File: config.mk
export PLATFORM = sky130hd
export DESIGN_NAME = utf8_punctuation_to_ascii
export DESIGN_NICKNAME = d
export VERILOG_FILES = /design/src/rtl/u2a_pkg.sv /design/src/rtl/u2a_front.sv /design/src/rtl/u2a_queue.sv /design/src/rtl/u2a_back.sv /design/src/rtl/utf8_punctuation_to_ascii.sv
export VERILOG_INCLUDE_DIRS = /design/src /design/src/rtl
export SDC_FILE = /design/constraint.sdc
export NUM_CORES = 1
export LEC_CHECK = 0
export BUFFER_PORTS_ARGS = -buffer_cell sky130_fd_sc_hd__buf_2
export CORE_MARGIN = 2
export CORE_UTILIZATION = 40
export DETAILED_ROUTE_END_ITERATION = 6
export SETUP_SLACK_MARGIN = 0.05
export SLEW_MARGIN = 10
export SYNTH_ARGS = -nofsm -noshare
export SYNTH_HDL_FRONTEND = slang
export SYNTH_SLANG_ARGS = --single-unit
File: constraint.sdc
create_clock -name aclk -period 11.23 [get_ports aclk]
set_input_delay 1.6845 -clock aclk [delete_from_list [all_inputs] [get_ports aclk]]
set_output_delay 1.6845 -clock aclk [all_outputs]
set_load 0.005 [all_outputs]
File: src/rtl/utf8_punctuation_to_ascii_assert.svh
// Assertion macros used by the transliterator back end.
// Needs nothing but the including module's own signals.
`ifndef UTF8_PUNCTUATION_TO_ASCII_ASSERT_SVH
`define UTF8_PUNCTUATION_TO_ASCII_ASSERT_SVH

// Condition holds on the same edge as the trigger.
`define U2A_ASSERT_SAME(label, clk, rstn, trig, cond, msg) \
    label: assert property (@(posedge clk) disable iff (!rstn) (trig) |-> (cond)) \
        else $error(msg);

// Condition holds on the edge after the trigger.
`define U2A_ASSERT_NEXT(label, clk, rstn, trig, cond, msg) \
    label: assert property (@(posedge clk) disable iff (!rstn) (trig) |=> (cond)) \
        else $error(msg);

`endif

File: src/rtl/u2a_pkg.sv
// Shared types and byte codes of the UTF-8 punctuation transliterator.
// No dependencies.
`default_nettype none

package u2a_pkg;

    localparam int unsigned CFG_W   = 13;
    localparam int unsigned QDEPTH  = 3;
    localparam logic [CFG_W-1:0] CFG_RESET = CFG_W'(256);

    localparam logic [7:0] BYTE_NUL      = 8'h00;
    localparam logic [7:0] BYTE_CONT     = 8'h80;
    localparam logic [7:0] BYTE_LEAD2    = 8'hC0;
    localparam logic [7:0] BYTE_LEAD3    = 8'hE0;
    localparam logic [7:0] BYTE_E2       = 8'hE2;
    localparam logic [7:0] BYTE_LEAD4    = 8'hF0;
    localparam logic [7:0] BYTE_EN_DASH  = 8'h93;
    localparam logic [7:0] BYTE_EM_DASH  = 8'h94;
    localparam logic [7:0] BYTE_LSQUO    = 8'h98;
    localparam logic [7:0] BYTE_RSQUO    = 8'h99;
    localparam logic [7:0] BYTE_LDQUO    = 8'h9C;
    localparam logic [7:0] BYTE_RDQUO    = 8'h9D;
    localparam logic [7:0] BYTE_ELLIPSIS = 8'hA6;

    localparam logic [7:0] ASCII_DASH  = 8'h2D;
    localparam logic [7:0] ASCII_APOS  = 8'h27;
    localparam logic [7:0] ASCII_QUOTE = 8'h22;
    localparam logic [7:0] ASCII_DOT   = 8'h2E;

    // One decoded operation for the output side.
    typedef struct packed {
        logic [7:0] ch;
        logic       valid;
        logic       dbl;
        logic       last;
    } u2a_op_t;

endpackage

`default_nettype wire

File: src/rtl/u2a_front.sv
// Front end: accepts input bytes, tracks the UTF-8 decode state and the
// character count, and pushes decoded operations. Depends on u2a_pkg.
`default_nettype none

module u2a_front #(
    parameter int unsigned MAX_CAPACITY = 4096
) (
    input  wire logic                     aclk,
    input  wire logic                     aresetn,
    input  wire logic                     cfg_we,
    input  wire logic [u2a_pkg::CFG_W-1:0] cfg_wdata,
    input  wire logic                     in_fire,
    input  wire logic [7:0]               in_byte,
    input  wire logic                     in_last,
    output logic                          push,
    output u2a_pkg::u2a_op_t              push_op
);
    import u2a_pkg::*;

    localparam int unsigned CAP_BITS = $clog2(MAX_CAPACITY + 1);
    localparam int unsigned CW = (CAP_BITS > CFG_W) ? CAP_BITS : CFG_W;

    typedef enum logic [1:0] {
        PRE_IDLE,
        PRE_E2,
        PRE_E280
    } prefix_t;

    prefix_t            prefix_reg, prefix_next;
    logic [1:0]         skip_reg, skip_next;
    logic [CW-1:0]      count_reg, count_next;
    logic               full_reg, full_next;
    logic [CFG_W-1:0]   max_len_reg;

    logic [CW-1:0]      cfg_ext, cap, limit;
    logic               have;
    logic               dbl;
    logic [7:0]         ch;

    always_comb begin
        cfg_ext = CW'(max_len_reg);
        if (cfg_ext == '0) begin
            cap = CW'(1);
        end else if (cfg_ext > CW'(MAX_CAPACITY)) begin
            cap = CW'(MAX_CAPACITY);
        end else begin
            cap = cfg_ext;
        end
        limit = cap - CW'(1);
    end

    always_comb begin
        prefix_next = prefix_reg;
        skip_next   = skip_reg;
        count_next  = count_reg;
        full_next   = full_reg;
        have        = 1'b0;
        dbl         = 1'b0;
        ch          = 8'h00;
        if (full_reg) begin
            full_next = 1'b1;
        end else if (skip_reg != 2'd0) begin
            skip_next = skip_reg - 2'd1;
        end else if (prefix_reg == PRE_E2) begin
            if (in_byte == BYTE_CONT) begin
                prefix_next = PRE_E280;
            end else begin
                prefix_next = PRE_IDLE;
                skip_next   = 2'd1;
            end
        end else if (prefix_reg == PRE_E280) begin
            prefix_next = PRE_IDLE;
            if (in_byte == BYTE_EN_DASH || in_byte == BYTE_EM_DASH) begin
                ch = ASCII_DASH;
                have = 1'b1;
            end else if (in_byte == BYTE_LSQUO || in_byte == BYTE_RSQUO) begin
                ch = ASCII_APOS;
                have = 1'b1;
            end else if (in_byte == BYTE_LDQUO || in_byte == BYTE_RDQUO) begin
                ch = ASCII_QUOTE;
                have = 1'b1;
            end else if (in_byte == BYTE_ELLIPSIS &&
                         ({1'b0, count_reg} + (CW+1)'(2)) <= {1'b0, limit}) begin
                ch = ASCII_DOT;
                have = 1'b1;
                dbl = 1'b1;
            end
            if (dbl) begin
                count_next = count_reg + CW'(2);
            end else if (have) begin
                count_next = count_reg + CW'(1);
            end
        end else if (count_reg >= limit || in_byte == BYTE_NUL) begin
            full_next = 1'b1;
        end else if (in_byte < BYTE_CONT) begin
            ch = in_byte;
            have = 1'b1;
            count_next = count_reg + CW'(1);
        end else if (in_byte == BYTE_E2) begin
            prefix_next = PRE_E2;
        end else if (in_byte >= BYTE_LEAD4) begin
            skip_next = 2'd3;
        end else if (in_byte >= BYTE_LEAD3) begin
            skip_next = 2'd2;
        end else if (in_byte >= BYTE_LEAD2) begin
            skip_next = 2'd1;
        end
        if (in_last) begin
            prefix_next = PRE_IDLE;
            skip_next   = 2'd0;
            count_next  = '0;
            full_next   = 1'b0;
        end
    end

    assign push          = in_fire && (have || in_last);
    assign push_op.ch    = ch;
    assign push_op.valid = have;
    assign push_op.dbl   = dbl;
    assign push_op.last  = in_last;

    always_ff @(posedge aclk) begin
        if (!aresetn) begin
            prefix_reg  <= PRE_IDLE;
            skip_reg    <= 2'd0;
            count_reg   <= '0;
            full_reg    <= 1'b0;
            max_len_reg <= CFG_RESET;
        end else begin
            if (in_fire) begin
                prefix_reg <= prefix_next;
                skip_reg   <= skip_next;
                count_reg  <= count_next;
                full_reg   <= full_next;
            end
            if (cfg_we) begin
                max_len_reg <= cfg_wdata;
            end
        end
    end

endmodule

`default_nettype wire

File: src/rtl/u2a_queue.sv
// Short queue of decoded operations between front and back end.
// Depends on u2a_pkg.
`default_nettype none

module u2a_queue (
    input  wire logic             aclk,
    input  wire logic             aresetn,
    input  wire logic             push,
    input  wire u2a_pkg::u2a_op_t push_op,
    output logic                  full,
    input  wire logic             pop,
    output logic                  head_valid,
    output u2a_pkg::u2a_op_t      head_op
);
    import u2a_pkg::*;

    localparam int unsigned PW = (QDEPTH > 1) ? $clog2(QDEPTH) : 1;
    localparam int unsigned NW = $clog2(QDEPTH + 1);

    u2a_op_t        mem_reg [QDEPTH];
    logic [PW-1:0]  wr_ptr_reg, rd_ptr_reg;
    logic [NW-1:0]  count_reg;

    assign full       = (count_reg == NW'(QDEPTH));
    assign head_valid = (count_reg != '0);
    assign head_op    = mem_reg[rd_ptr_reg];

    always_ff @(posedge aclk) begin
        if (!aresetn) begin
            wr_ptr_reg <= '0;
            rd_ptr_reg <= '0;
            count_reg  <= '0;
        end else begin
            if (push) begin
                wr_ptr_reg <= (wr_ptr_reg == PW'(QDEPTH - 1)) ? '0 : wr_ptr_reg + PW'(1);
            end
            if (pop) begin
                rd_ptr_reg <= (rd_ptr_reg == PW'(QDEPTH - 1)) ? '0 : rd_ptr_reg + PW'(1);
            end
            if (push && !pop) begin
                count_reg <= count_reg + NW'(1);
            end else if (pop && !push) begin
                count_reg <= count_reg - NW'(1);
            end
        end
    end

    always_ff @(posedge aclk) begin
        if (push) begin
            mem_reg[wr_ptr_reg] <= push_op;
        end
    end

endmodule

`default_nettype wire

File: src/rtl/u2a_back.sv
// Back end: turns queued operations into output words, splitting an
// ellipsis into two dots. Depends on u2a_pkg and the assertion macros.
`default_nettype none
`include "utf8_punctuation_to_ascii_assert.svh"

module u2a_back (
    input  wire logic             aclk,
    input  wire logic             aresetn,
    input  wire logic             head_valid,
    input  wire u2a_pkg::u2a_op_t head_op,
    output logic                  pop,
    output logic                  m_tvalid,
    input  wire logic             m_tready,
    output logic [7:0]            m_tdata,
    output logic [1:0]            m_tuser,
    output logic                  m_tlast
);
    import u2a_pkg::*;

    logic       tvalid_reg;
    logic [7:0] tdata_reg;
    logic [1:0] tuser_reg;
    logic       tlast_reg;
    logic       phase_reg;
    logic       load;
    logic       final_beat;

    assign load       = head_valid && (!tvalid_reg || m_tready);
    assign final_beat = !head_op.dbl || phase_reg;
    assign pop        = load && final_beat;

    assign m_tvalid = tvalid_reg;
    assign m_tdata  = tdata_reg;
    assign m_tuser  = tuser_reg;
    assign m_tlast  = tlast_reg;

    always_ff @(posedge aclk) begin
        if (!aresetn) begin
            tvalid_reg <= 1'b0;
            phase_reg  <= 1'b0;
        end else begin
            if (load) begin
                tvalid_reg <= 1'b1;
                phase_reg  <= !final_beat;
            end else if (m_tready) begin
                tvalid_reg <= 1'b0;
            end
        end
    end

    always_ff @(posedge aclk) begin
        if (load) begin
            tdata_reg <= head_op.ch;
            tuser_reg <= {final_beat, head_op.valid};
            tlast_reg <= head_op.last && final_beat;
        end
    end

    `U2A_ASSERT_SAME(a_phase_on_ellipsis, aclk, aresetn, phase_reg, head_valid && head_op.dbl, "second dot pending without an ellipsis at the queue head")
    `U2A_ASSERT_SAME(a_mid_run_is_dot, aclk, aresetn, tvalid_reg && !tuser_reg[1], tdata_reg == ASCII_DOT && tuser_reg[0] && !tlast_reg, "word inside a run is not a first dot")
    `U2A_ASSERT_SAME(a_end_closes_run, aclk, aresetn, tvalid_reg && tlast_reg, tuser_reg[1], "message end on a word that does not close its run")
    `U2A_ASSERT_NEXT(a_first_dot_follows, aclk, aresetn, load && !final_beat, phase_reg && tvalid_reg, "first dot not followed by a pending second dot")

endmodule

`default_nettype wire

File: src/rtl/utf8_punctuation_to_ascii.sv
// Path: an accepted byte is decoded combinationally and written into the operation queue;
// the output register is then loaded from the queue head and drives m_tvalid.
// Throughput: one byte per cycle while the operation queue is not full; an ellipsis
// yields two dots, absorbed by the three-entry queue between decoder and output stage.
// Reset: synchronous active-low aresetn clears decode state and sets capacity to 256.
`default_nettype none

module utf8_punctuation_to_ascii #(
    parameter int unsigned MAX_CAPACITY = 4096
) (
    input  wire logic                      aclk,
    input  wire logic                      aresetn,
    input  wire logic                      cfg_we,
    input  wire logic [u2a_pkg::CFG_W-1:0] cfg_wdata,
    input  wire logic                      s_tvalid,
    output logic                           s_tready,
    input  wire logic [7:0]                s_tdata,   // [7:0] in_byte
    input  wire logic                      s_tlast,
    output logic                           m_tvalid,
    input  wire logic                      m_tready,
    output logic [7:0]                     m_tdata,   // [7:0] out_char
    output logic [1:0]                     m_tuser,   // [0] char_valid, [1] run_last
    output logic                           m_tlast
);
    import u2a_pkg::*;

    logic    q_full;
    logic    push;
    u2a_op_t push_op;
    logic    pop;
    logic    head_valid;
    u2a_op_t head_op;

    assign s_tready = !q_full;

    u2a_front #(
        .MAX_CAPACITY(MAX_CAPACITY)
    ) u_front (
        .aclk      (aclk),
        .aresetn   (aresetn),
        .cfg_we    (cfg_we),
        .cfg_wdata (cfg_wdata),
        .in_fire   (s_tvalid && s_tready),
        .in_byte   (s_tdata),
        .in_last   (s_tlast),
        .push      (push),
        .push_op   (push_op)
    );

    u2a_queue u_queue (
        .aclk       (aclk),
        .aresetn    (aresetn),
        .push       (push),
        .push_op    (push_op),
        .full       (q_full),
        .pop        (pop),
        .head_valid (head_valid),
        .head_op    (head_op)
    );

    u2a_back u_back (
        .aclk       (aclk),
        .aresetn    (aresetn),
        .head_valid (head_valid),
        .head_op    (head_op),
        .pop        (pop),
        .m_tvalid   (m_tvalid),
        .m_tready   (m_tready),
        .m_tdata    (m_tdata),
        .m_tuser    (m_tuser),
        .m_tlast    (m_tlast)
    );

endmodule

`default_nettype wire
== Yosys cells after proc, flatten, opt, wreduce, memory -nomap -nowiden ==
Memory sizes are Yosys's and may differ from the RTL's. A register that Yosys moved wholly into a read port is not among the register bits.
Index checks and enable logic that the tools add are counted.

* Flip-flop bits (word level): 50
* Bits in latches: 0
* Memory bits (writable): 33
* Bits in read-only memories: 0
* Input port bits: 27
* Logic and storage cells: 172
* Memories kept: 1

{| class="wikitable"
|+ Memory list
! name !! words !! width !! read ports !! clocked after memory_dff !! write ports !! RTL line !! text
|-
| u_queue.mem_reg || 3 || 11 || 1 || 1 || 1 || u2a_queue.sv:20 || <nowiki>u2a_op_t mem_reg [QDEPTH];</nowiki>
|}

* Add/sub/neg operators: 9
* $mul: 0
* Divide/modulo/power cells: 0
* Order comparisons: 7
* Equality and inequality tests: 26
* Shift operators: 0
* Muxes and demuxes: 83
* Bitwise operators: 0
* Reductions and logical operators: 33

{| class="wikitable"
|+ Operators by type and width
! operator !! count
|-
| 2-to-1 mux 13 bit || 11
|-
| equality test 8 bit, second input constant || 9
|-
| 2-to-1 mux 8 bit || 9
|-
| 2-to-1 mux 2 bit || 27
|-
| 2-to-1 mux 1 bit || 35
|-
| greater-or-equal comparator 8 bit, second input constant || 3
|-
| inequality test 4 x 2 -> 1 bit, second input constant || 6
|-
| adder 13 x 2 -> 14 bit, second input constant || 1
|-
| <= comparator 14 x 13 -> 1 bit || 1
|-
| adder 13 x 1 -> 13 bit, second input constant || 1
|-
| adder 13 x 2 -> 13 bit, second input constant || 1
|-
| greater-or-equal comparator 13 bit || 1
|-
| > comparator 13 bit, second input constant || 1
|-
| zero test 13 bit || 1
|-
| subtractor 13 x 1 -> 13 bit, second input constant || 1
|-
| equality test 2 bit, second input constant || 4
|-
| logical AND 1 bit || 8
|-
| zero test 8 bit || 1
|-
| less-than comparator 8 bit, second input constant || 1
|-
| AND reduction 8 bit || 1
|-
| nonzero test 2 bit || 4
|-
| logical OR 1 bit || 7
|-
| AND reduction 7 bit || 1
|-
| adder 2 x 1 -> 2 bit, second input constant || 3
|-
| other kinds (12) || 20
|}

== Logic depth before layout (Yosys ltp) ==
Gate-level depths: netlist (run 1).

* Word-level depth: 24
* Gate-level depth with buffers: 26
* Mapped depth without buffers: 25

== Hierarchy ==
A second synthesis (run 1) with hierarchy kept.

* Cells, all modules: 529
* Area, all modules: 5049.8 um2

{| class="wikitable"
|+ By module, submodules not included
! module !! instances !! cells each !! area an instance (um2) !! seq. area each (um2)
|-
| u2a_front || 1 || 400 || 3052.9 || 620.6
|-
| u2a_queue || 1 || 102 || 1531.5 || 1151.1
|-
| u2a_back || 1 || 25 || 455.4 || 370.4
|-
| utf8_punctuation_to_ascii || 1 || 2 || 10.0 || 0.0
|}

== Worst setup path after synthesis (run 1) ==
No wires, ideal clock.

* Path type: reg2reg
* Start point: register u_front.max_len_reg[3] (netlist: u_front.cfg_ext[3])
* End point: register u_queue.count_reg[1]
* Setup time: 0.076 ns
* Arrival time: 5.156 ns
* Slack: 5.998 ns
* Stages on the path, launching flop included: 26
* Period minus slack after synthesis: 5.232 ns
* Cell sequence: dfxtp_1 > buf_6 > nor4_2 > and2_1 > nor3b_1 > a21oi_1 > or2_2 > ha_1 > inv_1 > nor2_1 > a31oi_1 > o21ai_0 > ha_1 > a22oi_1 > nand3_1 > a41oi_1 > or4b_1 > and3_1 > a21oi_1 > a21o_1 > inv_2 > o21ai_4 > inv_2 > ha_1 > or3_1 > a21boi_0

{| class="wikitable"
|+ RTL lines
! what !! RTL line !! text
|-
| from (decl) || u2a_front.sv:33 || <nowiki>logic [CFG_W-1:0] max_len_reg;</nowiki>
|-
| from (signal assigned) || u2a_front.sv:137 || <nowiki>max_len_reg <= cfg_wdata;</nowiki>
|-
| to (signal assigned) || u2a_queue.sv:41 || <nowiki>count_reg <= count_reg + NW'(1);</nowiki>
|-
| to (signal assigned) || u2a_queue.sv:43 || <nowiki>count_reg <= count_reg - NW'(1);</nowiki>
|-
| to (decl) || u2a_queue.sv:22 || <nowiki>logic [NW-1:0] count_reg;</nowiki>
|}

==> impl_metrics.ini, run 1 <==
[hold_path]
hp-class = reg2reg
hp-start = u_queue.rd_ptr_reg[1]$_SDFFE_PN0P_

[power]
p_seq_share_pct = 43.5
power_density_nw_per_um2 = 166.0
p_int_uw = 644.6
power.share.combinational_pct = 21.8
power_switching_uw = 272.7
clkPwrFrac_pct = 34.7
leakage_uw = 0.002165
peakVddDrop_mv = 0.1225
p_sw_share_pct = 29.73

[global_route]
grt_pass1_vias = 3750
grt_max_degree = 39
grt.total_usage_pct = 18.81
grt_first_pass_wirelength_um = 19350
antenna_found_initial = 0
grt-ovfl-total = 0

[timing]
relSlewSlack_pct = 27.97
tns_ns = 0
max_freq_ghz = 0.1565
worstMarginPinSlew_ns = 1.074
clock_skew_ns = 0.006013
setup_viol = 0
fin_crit_sh_pct = 56.91
hold_viol = 0
rsz0062_at_grt = no
maxSlewViolCount = 0
period_needed_ns = 6.391

[die]
row_count = 40
dieArea_um2 = 13230
die_y_um = 115
start_util_pct = 41.03
io_pins = 40
die_width_um = 115
core_area_um2 = 12010

[setup_path]
r2r-start = u_front.cfg_ext[7]$_SDFFE_PN0P_
startpoint = u_front.cfg_ext[7]$_SDFFE_PN0P_
regToRegSetupSlack_ns = 4.84
required_ns = 11.50
cp-end-kind = flip-flop
crit_fanout = 13
path_class = reg2reg
start_kind = flip-flop
crit_arrival_ns = 6.66

[finish]
syn_to_final_growth_pct = 12.16
drive_gt1_share_pct = 13.45
post-route-util_pct = 46.02
design_area_um2 = 5528
fillCellCount = 1138
largest_register_ffs = 30
n_antenna_cell = 0
nNetsFinal = 600

[yosys]
ys.flop_type = dfxtp_1
synth_area_per_cell_um2 = 9.460
ys_async_sr_fraction_pct = 0
synth_seq_cells = 81
synth.net_count = 575
synth-edff-count = 40
seq_area_frac_synth_pct = 41.03
yosys_warnings = 0
syn_inst = 521
ys_types = 74
netlist_area_um2 = 4928

[clock_tree]
hold_buffers = 0
path_clk_slew_ns = 0.06
cts_setup_buffers = 0
cts_buffers = 9
clockBufferDepth = 2
cts_root_buf = clkbuf_16
cts_tree = yes
cts.repair.resized = 0
clkSinkCount = 81
insertion_delay_ns = 0.34
cts.htree.levels = 3

[routing]
postRouteAntennaNets = 0
drcViolationCount = 0
vias = 4007
via_per_inst = 5.749
drt_iter0_markers = 344
drt-total-wl_um = 11920
first_pass_iters = 5
avgRoutedWirePerCell_um = 17.10

[run]
cap_violations = 0

[placement]
io_buffers = 38
place_area_um2 = 5210
dp_hpwl_um = 8814
place.gp.congestion = 0.8798

[run_status]
status = complete, no violations
[cells by family (layout without fill, tap and decap cells)]
family / after synthesis / after routing / share of synthesized area (%)
AO/OA/AOI/OAI: 113 / 113 / 16.22
multiplexers: 31 / 31 / 6.347
flip-flops: 81 / 81 / 41.03
adder cells (fa/ha/maj): 27 / 27 / 6.854
XOR/XNOR: 20 / 20 / 3.554
AND/OR/NAND/NOR: 207 / 207 / 22.44
other: 1 / 1 / 0.07609
buffers and inverters: 41 / 70 / 3.478
[cell usage after synthesis (3+ instances only)]
master,number,area share (%)
nand3_1,21,2.1
inv_1,15,1.1
xnor2_1,10,1.8
a21oi_1,21,2.1
edfxtp_1,40,24
dfxtp_1,41,17
a31oi_1,5,0.63
and2_1,9,1.1
a211oi_1,6,0.91
and3_1,6,0.76
o31a_1,3,0.53
mux2i_1,29,5.9
o21a_1,3,0.46
nor2b_1,30,3.8
nand2_1,40,3.0
o211ai_1,7,1.1
nand3b_1,3,0.46
nor4_1,3,0.38
ha_1,27,6.9
nor2_1,41,3.1
clkbuf_1,19,1.4
nand2b_1,4,0.51
nand4_1,7,0.89
nor3_1,19,1.9
a41oi_1,3,0.53
a21boi_0,3,0.46
a21o_1,8,1.2
o21ai_0,23,2.3
nor3b_1,4,0.61
xor2_1,10,1.8
[cell type report]
class                      instances  area (um2)  share of cell area, %
multi-input combinational        399        2750                  49.75
clock inverter                     6       92.59                  1.675
clock buffer                       9       225.2                  4.074
sequential                        81        2022                  36.58
tap                              147       183.9                  3.327
inverter                          17       63.81                  1.154
timing repair buffer              38       190.2                  3.440
[critical path: stages (launching register included)]
cell and delay, ns:
dfxtp_1 0.37, nor4_2 0.46, and2_1 0.24, nor3b_1 0.41
a21oi_1 0.13, or2_2 0.31, ha_1 0.31, inv_1 0.15
nor2_1 0.07, a31oi_1 0.17, o21ai_0 0.17, ha_1 0.34
a22oi_1 0.08, nand3_1 0.08, a41oi_1 0.05, or4b_1 0.60
and3_1 0.18, a21oi_1 0.41, a21o_1 0.41, inv_2 0.14
o21ai_4 0.27, inv_2 0.11, ha_1 0.35, or3_1 0.37
a21boi_0 0.15
[layer usage]
metal / part of all wire [%] / global-route usage [%]
met1: 46 / 24.62
met2: 47 / 30.98
met3: 4.9 / 4.217
met4: 1.5 / 6.024
met5: 0 / 0
[power by group through the flow]
| stage | combinational [uW] | sequential [uW] | clock, uW |
|---|---|---|---|
| after detailed placement | 199 | 406 | 0 |
| after global routing | 225 | 406 | 337 |
| final | 200 | 399 | 318 |
| after floorplan | 149 | 391 | 0 |
| after global placement | 195 | 405 | 0 |
| after CTS | 200 | 400 | 325 |
[worst paths after layout]
kind                                                            to  depth (start not counted)
worst max-delay path             u_queue.count_reg[1]$_SDFFE_PN0P_                         24
worst min-delay path            u_queue.rd_ptr_reg[1]$_SDFFE_PN0P_                          2
worst max register to register   u_queue.count_reg[1]$_SDFFE_PN0P_                         24
worst min register to register  u_queue.rd_ptr_reg[1]$_SDFFE_PN0P_                          2
[cell usage in the layout (no fill, tap or decap), types with 4 or more instances in the layout]
| master | count |
|---|---|
| o21ai_0 | 23 |
| and3_1 | 6 |
| nand3_1 | 21 |
| dfxtp_1 | 41 |
| mux2i_1 | 29 |
| clkbuf_16 | 9 |
| nand2_1 | 40 |
| edfxtp_1 | 40 |
| nor2_1 | 41 |
| ha_1 | 27 |
| and2_1 | 9 |
| nor2b_1 | 30 |
| inv_1 | 15 |
| xnor2_1 | 10 |
| o211ai_1 | 7 |
| nor3_1 | 18 |
| a21oi_1 | 21 |
| xor2_1 | 10 |
| a21o_1 | 8 |
| nand4_1 | 7 |
| a211oi_1 | 6 |
| a31oi_1 | 5 |
| buf_2 | 38 |
| nand2b_1 | 4 |
[stage by stage]
step | instances | total power [uW] | hold slack [ns] | worst slack [ns]
after CTS | 697 | 925.2 | 0.5245 | 4.912
after global routing | 697 | 968.4 | 0.5488 | 4.395
final | 697 | 917.3 | 0.5239 | 4.839
after detailed placement | 682 | 605.3 | 0.5077 | 4.937
after global placement | 682 | 600.0 | 0.4962 | 5.256
after floorplan | 521 | 539.6 | 0.4747 | 5.998
No activity file was read; power rests on OpenSTA's default activity.
==> run 2, diff against run 1 <==
==> constraint.sdc (replaced) <==
create_clock -name aclk -period 6.6 [get_ports aclk]
set_input_delay 0.99 -clock aclk [delete_from_list [all_inputs] [get_ports aclk]]
set_output_delay 0.99 -clock aclk [all_outputs]
set_load 0.005 [all_outputs]
==> run 2 against run 1 <==
Worst setup slack lost 4.3 ns. Via count grew 0.30%. Clock skew grew 0.00094 ns. Combinational power grew 71%. Critical endpoint unchanged. Cell count grew 0.72%. Critical path type unchanged. Sequential share of layout area grew 0.17 points.
==> impl_metrics.ini, run 2 (synthesized netlist as in run 1, its figures left out) <==
[global_route]
grt.total_usage_pct = 19.09
grt_max_degree = 39
grt_pass1_vias = 3929
antenna_found_initial = 0
grt-ovfl-total = 0
grt_first_pass_wirelength_um = 19720

[setup_path]
path_class = reg2reg
r2r-start = u_front.cfg_ext[7]$_SDFFE_PN0P_
crit_fanout = 13
cp-end-kind = flip-flop
start_kind = flip-flop
crit_arrival_ns = 6.34
required_ns = 6.86
startpoint = u_front.cfg_ext[7]$_SDFFE_PN0P_

[timing]
maxSlewViolCount = 0
relSlewSlack_pct = 34.26
tns_ns = 0
fin_crit_sh_pct = 92.19
max_freq_ghz = 0.1644
worstMarginPinSlew_ns = 0.9825
clock_skew_ns = 0.006955
rsz0062_at_grt = no
setup_viol = 0
hold_viol = 0
period_needed_ns = 6.084

[clock_tree]
cts.htree.levels = 3
cts_buffers = 9
path_clk_slew_ns = 0.06
cts_root_buf = clkbuf_16
cts_tree = yes
cts_setup_buffers = 0
clkSinkCount = 81
clockBufferDepth = 2
insertion_delay_ns = 0.34

[die]
die_y_um = 115
core_area_um2 = 12010
dieArea_um2 = 13230
start_util_pct = 41.03
die_width_um = 115
row_count = 40
io_pins = 40

[routing]
vias = 4019
drt-total-wl_um = 11980
via_per_inst = 5.725
postRouteAntennaNets = 0
drcViolationCount = 0
first_pass_iters = 5
drt_iter0_markers = 280
avgRoutedWirePerCell_um = 17.07

[finish]
nNetsFinal = 604
final_cell_mix = nor2_1 (41), dfxtp_1 (41), nand2_1 (40), edfxtp_1 (40), buf_2 (38)
drive_gt1_share_pct = 13.69
design_area_um2 = 5503
syn_to_final_growth_pct = 11.65
fillCellCount = 1157
largest_register_ffs = 30
n_antenna_cell = 0

[hold_path]
hp-start = u_queue.rd_ptr_reg[0]$_SDFFE_PN0P_
hp-class = reg2reg

[run_status]
status = complete, no violations

[power]
power_density_nw_per_um2 = 270.1
p_total_uw = 1486
leakage_uw = 0.002157
peakVddDrop_mv = 0.09540

[placement]
place_area_um2 = 5225
dp_hpwl_um = 8924
place.gp.congestion = 0.9065
io_buffers = 38

[run]
cap_violations = 0
run 2: cell count changes in the layout (fill, tap and decap cells not counted), sizes merged:
cell and change:
clkinvlp -1, clkinv +3, buf +4, clkbuf +1, bufinv -2
run 2: area by class of cell:
cell class                 instances  area (um2)  share of cell area (%)
inverter                          17       63.81                   1.160
multi-input combinational        399        2740                   49.80
timing repair buffer              42       220.2                   4.002
sequential                        81        2022                   36.74
tap                              147       183.9                   3.342
clock buffer                      10       229.0                   4.161
clock inverter                     6       43.79                  0.7958
run 2: metal layers:
metal / vias to the layer above / wire (um) / GRT usage (%)
li1: 1985 / - / -
met1: 1912 / 5670 / 25.52
met2: 102 / 5583 / 30.86
met3: 20 / 513 / 3.690
met4: 0 / 213 / 6.908
met5: - / 0 / 0
run 2: worst max-delay path, stage by stage, from the launching register on:
cell	delay, ns
dfxtp_1	0.36
nor4_2	0.40
and2_1	0.22
nor3b_1	0.46
a21oi_1	0.11
or2_2	0.31
ha_1	0.32
inv_1	0.16
nor2_1	0.07
a31oi_1	0.18
o21ai_0	0.16
ha_1	0.34
a22oi_1	0.08
nand3_1	0.09
a41oi_1	0.05
or4b_1	0.56
and3_1	0.19
a21oi_2	0.30
a21o_2	0.29
inv_2	0.10
o21ai_4	0.23
inv_2	0.10
ha_1	0.34
or3_1	0.38
a21boi_0	0.19
run 2: final timing paths:
check	to	cells past startpoint	slack [ns]
min	flip-flop	2	0.51
max	u_queue.count_reg[1]$_SDFFE_PN0P_	24	0.52
max reg2reg	u_queue.count_reg[1]$_SDFFE_PN0P_	24	0.52
min reg2reg	flip-flop	2	0.51
run 2: timing repair:
item                                    CTS  global route
gates resized for setup                   0             2
hold buffers                              0             0
endpoints found under the hold margin     0             0
endpoints found under the setup margin    0             1
run 2: stage by stage:
stage | utilization [%] | setup WS, ns | hold WS (ns) | instances
2_1_floorplan | - | 1.368 | 0.4747 | 521
3_3_place_gp | 43.50 | 0.7165 | 0.4993 | 686
3_5_place_dp | 43.50 | 0.3269 | 0.5124 | 686
4_1_cts | 45.77 | 0.2710 | 0.5194 | 702
5_1_grt | 45.81 | 0.07802 | 0.5476 | 702
6_report | 45.81 | 0.5157 | 0.5101 | 702
run 2: power by group:
group	internal [uW]	switching (uW)	total [uW]
clock	256	210	466
combinational	147	196	343
sequential	621	56.7	678
total	1020	462	1490
